==> src/rpc_pkg.sv <==
// Shared types, constants and helpers for the rational polynomial camera core.
// No dependencies; every other file of the block imports this package.
package rpc_pkg;

  localparam int NUM_TERMS   = 20;
  localparam int TABLE_DEPTH = 90;
  localparam int COEF_SLOTS  = 4 * NUM_TERMS;
  localparam int MONO_STEPS  = 16;

  // Axis k has its scale at SCALE_BASE + 2k and its offset one slot above.
  localparam logic [6:0] SCALE_BASE = 7'd80;
  localparam logic [6:0] U_SCALE    = 7'd86;
  localparam logic [6:0] U_OFFSET   = 7'd87;
  localparam logic [6:0] V_SCALE    = 7'd88;
  localparam logic [6:0] V_OFFSET   = 7'd89;

  localparam logic signed [31:0] ONE_Q16 = 32'sd65536;

  localparam logic ACT_LOAD    = 1'b0;
  localparam logic ACT_PROJECT = 1'b1;

  localparam logic CFG_WORLD_SCALE = 1'b0;
  localparam logic CFG_IMAGE_SCALE = 1'b1;

  localparam logic [1:0] AX_X = 2'd0;
  localparam logic [1:0] AX_Y = 2'd1;
  localparam logic [1:0] AX_Z = 2'd2;

  // Fixed monomial slots that hold a plain coordinate or the constant term.
  localparam logic [4:0] MONO_X   = 5'd9;
  localparam logic [4:0] MONO_Y   = 5'd15;
  localparam logic [4:0] MONO_Z   = 5'd18;
  localparam logic [4:0] MONO_ONE = 5'd19;

  typedef struct packed {
    logic              action;
    logic [6:0]        table_index;
    logic signed [31:0] table_word;
    logic signed [31:0] world_x;
    logic signed [31:0] world_y;
    logic signed [31:0] world_z;
  } in_item_t;

  typedef struct packed {
    logic signed [31:0] image_u;
    logic signed [31:0] image_v;
    logic               div_error;
  } out_item_t;

  typedef struct packed {
    logic               start;
    logic signed [63:0] num;
    logic signed [63:0] den;
  } div_req_t;

  typedef struct packed {
    logic               done;
    logic signed [31:0] quot;
  } div_rsp_t;

  typedef struct packed {
    logic [1:0] a;       // coordinate operand
    logic       b_mono;  // second operand comes from the monomial file
    logic [4:0] b;       // coordinate code or monomial slot
    logic [4:0] dest;    // monomial slot written
  } mono_step_t;

  typedef enum logic [4:0] {
    ST_IDLE, ST_NSC, ST_NOF, ST_NDV, ST_NWT, ST_MONO, ST_MAC, ST_MDRN, ST_CHK,
    ST_DU, ST_DV, ST_I0, ST_I1, ST_I2, ST_I3, ST_I4, ST_DONE
  } state_t;

  function automatic logic signed [31:0] sat32(input logic signed [63:0] v);
    if ((&v[63:31]) || !(|v[63:31])) return v[31:0];
    return v[63] ? 32'sh80000000 : 32'sh7FFFFFFF;
  endfunction

  // Products in issue order: second-degree terms first, then the cubic ones.
  function automatic mono_step_t mono_step(input logic [3:0] j);
    mono_step_t s;
    case (j)
      4'd0:    s = '{AX_X, 1'b0, 5'(AX_X), 5'd3};
      4'd1:    s = '{AX_X, 1'b0, 5'(AX_Y), 5'd6};
      4'd2:    s = '{AX_X, 1'b0, 5'(AX_Z), 5'd8};
      4'd3:    s = '{AX_Y, 1'b0, 5'(AX_Y), 5'd12};
      4'd4:    s = '{AX_Y, 1'b0, 5'(AX_Z), 5'd14};
      4'd5:    s = '{AX_Z, 1'b0, 5'(AX_Z), 5'd17};
      4'd6:    s = '{AX_X, 1'b1, 5'd3,  5'd0};
      4'd7:    s = '{AX_X, 1'b1, 5'd6,  5'd1};
      4'd8:    s = '{AX_X, 1'b1, 5'd8,  5'd2};
      4'd9:    s = '{AX_X, 1'b1, 5'd12, 5'd4};
      4'd10:   s = '{AX_X, 1'b1, 5'd14, 5'd5};
      4'd11:   s = '{AX_X, 1'b1, 5'd17, 5'd7};
      4'd12:   s = '{AX_Y, 1'b1, 5'd12, 5'd10};
      4'd13:   s = '{AX_Y, 1'b1, 5'd14, 5'd11};
      4'd14:   s = '{AX_Y, 1'b1, 5'd17, 5'd13};
      default: s = '{AX_Z, 1'b1, 5'd17, 5'd16};
    endcase
    return s;
  endfunction

endpackage

==> src/rpc_div.sv <==
// Restoring divider, one quotient bit per cycle: (num * 2^16) / den in Q16.16,
// truncated toward zero and saturated to 32 bits. Depends on rpc_pkg.
module rpc_div import rpc_pkg::*; (
  input  logic     clk,
  input  logic     rst,
  input  div_req_t req,
  output div_rsp_t rsp
);

  localparam int DVD_W = 80;
  localparam int CNT_W = $clog2(DVD_W + 1);

  logic             busy;
  logic             done;
  logic [CNT_W-1:0] cnt;
  logic [DVD_W-1:0] dvd;
  logic [63:0]      dsr;
  logic [63:0]      rem;
  logic [31:0]      q;
  logic             ovf;
  logic             neg;
  logic [63:0]      a_mag;
  logic [63:0]      b_mag;
  logic [64:0]      rem_sh;
  logic [64:0]      rem_sub;
  logic             fits;
  logic [31:0]      lim;
  logic [31:0]      q_sat;

  assign a_mag   = req.num[63] ? 64'(-req.num) : req.num;
  assign b_mag   = req.den[63] ? 64'(-req.den) : req.den;
  assign rem_sh  = {rem, dvd[DVD_W-1]};
  assign rem_sub = rem_sh - {1'b0, dsr};
  assign fits    = !rem_sub[64];

  always_ff @(posedge clk) begin
    if (rst) begin
      busy <= 1'b0;
      done <= 1'b0;
    end else begin
      done <= 1'b0;
      if (req.start) begin
        busy <= 1'b1;
      end else if (busy && (cnt == CNT_W'(DVD_W - 1))) begin
        busy <= 1'b0;
        done <= 1'b1;
      end
    end
  end

  always_ff @(posedge clk) begin
    if (req.start) begin
      cnt <= '0;
      dvd <= {a_mag, 16'b0};
      dsr <= b_mag;
      rem <= '0;
      q   <= '0;
      ovf <= 1'b0;
      neg <= req.num[63] ^ req.den[63];
    end else if (busy) begin
      rem <= fits ? rem_sub[63:0] : rem_sh[63:0];
      dvd <= {dvd[DVD_W-2:0], 1'b0};
      q   <= {q[30:0], fits};
      ovf <= ovf | q[31];
      cnt <= cnt + 1'b1;
    end
  end

  // A negative result may reach -2^31, a positive one only 2^31 - 1.
  always_comb begin
    lim   = neg ? 32'h80000000 : 32'h7FFFFFFF;
    q_sat = (ovf || (q > lim)) ? lim : q;
    rsp.done = done;
    rsp.quot = neg ? -q_sat : q_sat;
  end

endmodule

==> config.mk <==
export PLATFORM = sky130hd
export DESIGN_NAME = rpc_div
export DESIGN_NICKNAME = d
export VERILOG_FILES = /design/src/rpc_pkg.sv /design/src/rpc_div.sv
export SDC_FILE = /design/constraint.sdc
export NUM_CORES = 1
export LEC_CHECK = 0
export BUFFER_PORTS_ARGS = -buffer_cell sky130_fd_sc_hd__buf_2
export CORE_ASPECT_RATIO = 0.9
export CORE_MARGIN = 8
export CORE_UTILIZATION = 37
export CTS_BUF_LIST = sky130_fd_sc_hd__clkbuf_4 sky130_fd_sc_hd__clkbuf_8
export DETAILED_ROUTE_END_ITERATION = 7
export GPL_TIMING_DRIVEN = 0
export PLACE_DENSITY = 0.65
export SKIP_CTS_REPAIR_TIMING = 1
export SYNTH_ARGS = -nofsm -noshare
export SYNTH_HDL_FRONTEND = slang
export SYNTH_SLANG_ARGS = --single-unit
==> constraint.sdc <==
create_clock -name clk -period 15.9 [get_ports clk]
set_clock_uncertainty 0.1 [all_clocks]
set_input_delay 3.18 -clock clk [delete_from_list [all_inputs] [get_ports clk]]
set_output_delay 3.18 -clock clk [all_outputs]
set_load 0.02 [all_outputs]
[Word level (Yosys, flattened, before mapping)]
Cells that the tools add are included.
Word-level totals
  ROM bits: 0
  bits in writable memories: 0
  bits in registers: 235
  bits of input ports: 131
  output and inout port bits: 33
  latch bits: 0
  word-level logic and storage cells: 36
  memories kept: 0
Operators by class
  $mul: 0
  reduce and logical (&&, ||, !) cells: 6
  bitwise gates (word level): 2
  shift-type cells: 0
  multiplexer cells: 11
  equal/unequal tests: 1
  magnitude comparators: 1
  $add $sub $neg: 5
  div/mod/pow operators: 0
Operator list (count)
  2-to-1 mux 80 bit: 2
  2-to-1 mux 64 bit: 2
  negator 64 bit: 2
  2-to-1 mux 32 bit: 3
  subtractor 65 x 64 -> 65 bit: 1
  2-to-1 mux 63 bit: 1
  greater-than comparator 32 bit: 1
  negator 32 bit: 1
  adder 7 x 1 -> 7 bit (second input constant): 1
  == test 7 bit (second input constant): 1
  nonzero test 2 bit: 2
  2-to-1 mux 1 bit: 3
  OR reduction 2 bit: 1
  logical AND 1 bit: 1
  zero test 1 bit: 1
  logical OR 1 bit: 1
  OR 1 bit: 1
  XOR 1 bit: 1

[Logic depth before layout (Yosys ltp)]
  depth in word-level cells: 6
  gate-level depth with buffers: 21
  mapped depth without buffers: 18

[Least setup slack after synthesis]
No wires, ideal clock.
  path kind: reg2out
  from: reg neg
  to: out rsp[28] (netlist bit)
  cell stages (with the launch flop): 19
  arrival: 4.946 ns
  path slack: 7.674 ns
  required time: 12.620 ns
  path through: edfxtp_1 > clkbuf_1 > clkinv_1 > ha_1 > nand4_1 > nor4_1 > a221o_1 > a21o_1 > clkbuf_1 > clkbuf_1 > nand2_1 > a21boi_0 > inv_1 > ha_1 > inv_1 > or3_1 > o41ai_1 > xor2_1 > a21boi_0
RTL lines
  start, declared: RTL line rpc_div.sv:21  | logic neg;
  start signal, assigned: RTL line rpc_div.sv:59  | neg <= req.num[63] ^ req.den[63];
  end, declared: RTL line rpc_div.sv:7  | output div_rsp_t rsp

==> impl_metrics.tcl <==
set metrics [dict create \
    yosys.area_share.xor_xnor 0.0937 \
    h-tree-depth 2 \
    chipHeight_um 220 \
    stdcell_area_um2 19600 \
    relSlewSlack 0.262 \
    ys_seq_area_frac 0.351 \
    hold_path_end "ovf" \
    synth_top_area_frac 0.227 \
    synthesis.instances 2050 \
    clk_pin_slew_worst_paths_ns 0.06 \
    leakage_uw 0.00791 \
    dieArea_um2 53400 \
    drc 0 \
    synthMuxAreaShare 0.0230 \
    fmax_mhz 100 \
    clock-root-buffer "clkbuf_8" \
    ant_nets 0 \
    slowest_delay_ns 1.08 \
    crit_required_ns 12.62 \
    synth.yosys.warnings 0 \
    wl_per_cell_um 18.3 \
    yosysMostFrequentCell "nor2_1" \
    synth_commonest_cells "232 x nor2_1, 200 x a21oi_1, 190 x nand2_1" \
    vias 16356 \
    synth.net_count 2282 \
    max-clock-path-buffers 3 \
    synthSimpleGateAreaFrac 0.186 \
    synth-compound-area-share 0.225 \
    yosysTopAreaCell "edfxtp_1" \
    row_count 74 \
    reg2reg_from "dvd[79]" \
    synthAdderAreaFrac 0.0743 \
    crit_top_cell "clkbuf_1" \
    grt_pass1_vias 15720 \
    tightest_slew_ns 1.10 \
    vdd_drop_max_mv 0.0447 \
    cp_cell_sequence "clkbuf_1 -> clkinv_1 -> ha_1 -> nand4_1 -> nor4_1 -> a221o_1 -> a21o_1 -> clkbuf_1 -> clkbuf_1 -> nand2_1 -> a21boi_0 -> inv_1 -> ha_1 -> inv_1 -> nand2b_1 -> clkbuf_1 -> o21ai_0 -> a311oi_1 -> buf_2" \
    power_density_nw_per_um2 89.4 \
    syn2layout_area_growth_pct 14.8 \
    ff2ff_path_depth 13 \
    hold-path-cell-count 2 \
    synthDistinctLibCells 75 \
    track_usage 0.189 \
    synth_ff_type "edfxtp_1" \
    crit_arrival_ns 6.71 \
    place_congestion 0.960 \
    crit_type "reg -> out" \
    path_max_fanout 31 \
    r2r_slack_ns 11.14 \
    finalSetupViolCount 0 \
    worstHoldPathType "reg -> reg" \
    p_total_uw 1760 \
    async_reset_ff_frac 0 \
    final_nets 2489 \
    status "completed" \
    io_pins 164 \
    overflow 0 \
    synth_top_cells_by_area "edfxtp_1 23%, dfxtp_1 12%, ha_1 7.3%" \
    place_area_um2 18700 \
    syn_area_um2 17100 \
    startpoint_type "flip-flop" \
    synth_top_family_by_area "compound AO/OA/AOI/OAI gates" \
    rsz0062_at_grt "no" \
    clock_sinks 235 \
    clk-insertion-delay-late_ns 0.59 \
    die_w_um 243 \
    finalCritPeriodShare 0.628 \
    cp_slowest_cell "edfxtp_1" \
    slew_viol_final 0 \
    hpwl_mm 40.3 \
    tns_ns 0 \
    grt_pass1_wl_mm 84.1 \
    finalHoldViolCount 0 \
    syn_area_per_cell_um2 8.34 \
    io_buffers 161 \
    synth-edff-count 129 \
    initial_core_util 0.375 \
    ys_ff_latch 235 \
    drive_gt1_frac 0.117 \
    hp-start "ovf" \
    cts_tree "yes" \
    cp-end-kind "output port" \
    cts_buffers 43 \
    drt_iter0_markers 1291 \
    r2r-end "rem[21]" \
    antenna_found_initial 1 \
    viasPerCell 5.64 \
    grt_max_degree 67 \
    routed_wirelength_mm 53.0 \
    dr.pass1.iters 5 \
    max_cap_violations 0 \
    period_needed_ns 9.99 \
    core_area_um2 45600 \
]
==> per-layer routing <==
layer,vias to the layer above,track usage,part of all wire
li1,7916,-,-
met1,7783,0.266,0.47
met2,542,0.295,0.44
met3,115,0.0243,0.060
met4,0,0.0689,0.031
met5,-,0,0
==> through the flow <==
step	util	setup WS, ns	std cells	hold slack [ns]
floorplan	-	7.67	2050	0.339
global placement	0.410	6.70	2819	0.362
detailed placement	0.410	6.69	2820	0.378
CTS	0.431	6.02	2900	0.390
global route	0.431	5.36	2901	0.424
finish	0.431	5.91	2901	0.380
==> sequential cells by signal (all words and copies together), names as in the netlist <==
| register | count |
|---|---|
| neg | 1 |
| cnt | 7 |
| dsr | 64 |
| rem | 64 |
| q | 32 |
| ovf | 1 |
| done | 1 |
| busy | 1 |
| dvd | 64 |
==> layout by cell type (no fill, tap or decap), types with 44 or more instances in the layout <==
master / instances
nor2_1: 232
a21oi_1: 200
nand2_1: 190
buf_2: 161
o21ai_0: 144
edfxtp_1: 129
dfxtp_1: 106
clkbuf_1: 100
ha_1: 100
inv_1: 99
xnor2_1: 94
xor2_1: 89
clkbuf_8: 51
nor3_1: 50
o31ai_1: 44
==> how the worst max path moves through the flow <==
stage,from,cells after the start,end
after floorplan,neg,18,rsp[28]
after global placement,neg,19,rsp[24]
after detailed placement,neg,19,rsp[24]
after CTS,neg,19,rsp[28]
after global routing,neg,19,rsp[28]
final,neg,19,rsp[24]
==> power breakdown <==
group          internal [µW]  switching (µW)  total (µW)
combinational            147             257         404
sequential               697            22.9         720
clock                    358             273         631
total                   1200             553        1760
==> area by class of cell <==
cell class	count	area [µm²]
antenna	1	2.50
buffer	111	422
clock buffer	64	800
clock inverter	16	141
fill	4627	25900
inverter	103	387
multi-input combinational	1601	10300
sequential	235	6000
tap	608	761
timing repair buffer	162	828
==> critical path: cells and delay by family, from the launching register on <==
family | cells | cell delay, ns
and+or+nand+nor | 4 | 0.77
adders and majority gates | 2 | 0.73
AOI/OAI and AO/OA | 5 | 1.02
buffers and inverters | 8 | 2.53
DFF | 1 | 1.08
==> logic make-up after synthesis <==
family / count (synthesis)
AND/OR/NAND/NOR: 674
multiplexers: 39
flip-flops: 235
XOR/XNOR: 183
adder cells (fa/ha/maj): 101
buffers and inverters: 214
AO/OA/AOI/OAI: 604
Power figures use the tool's default switching activity.
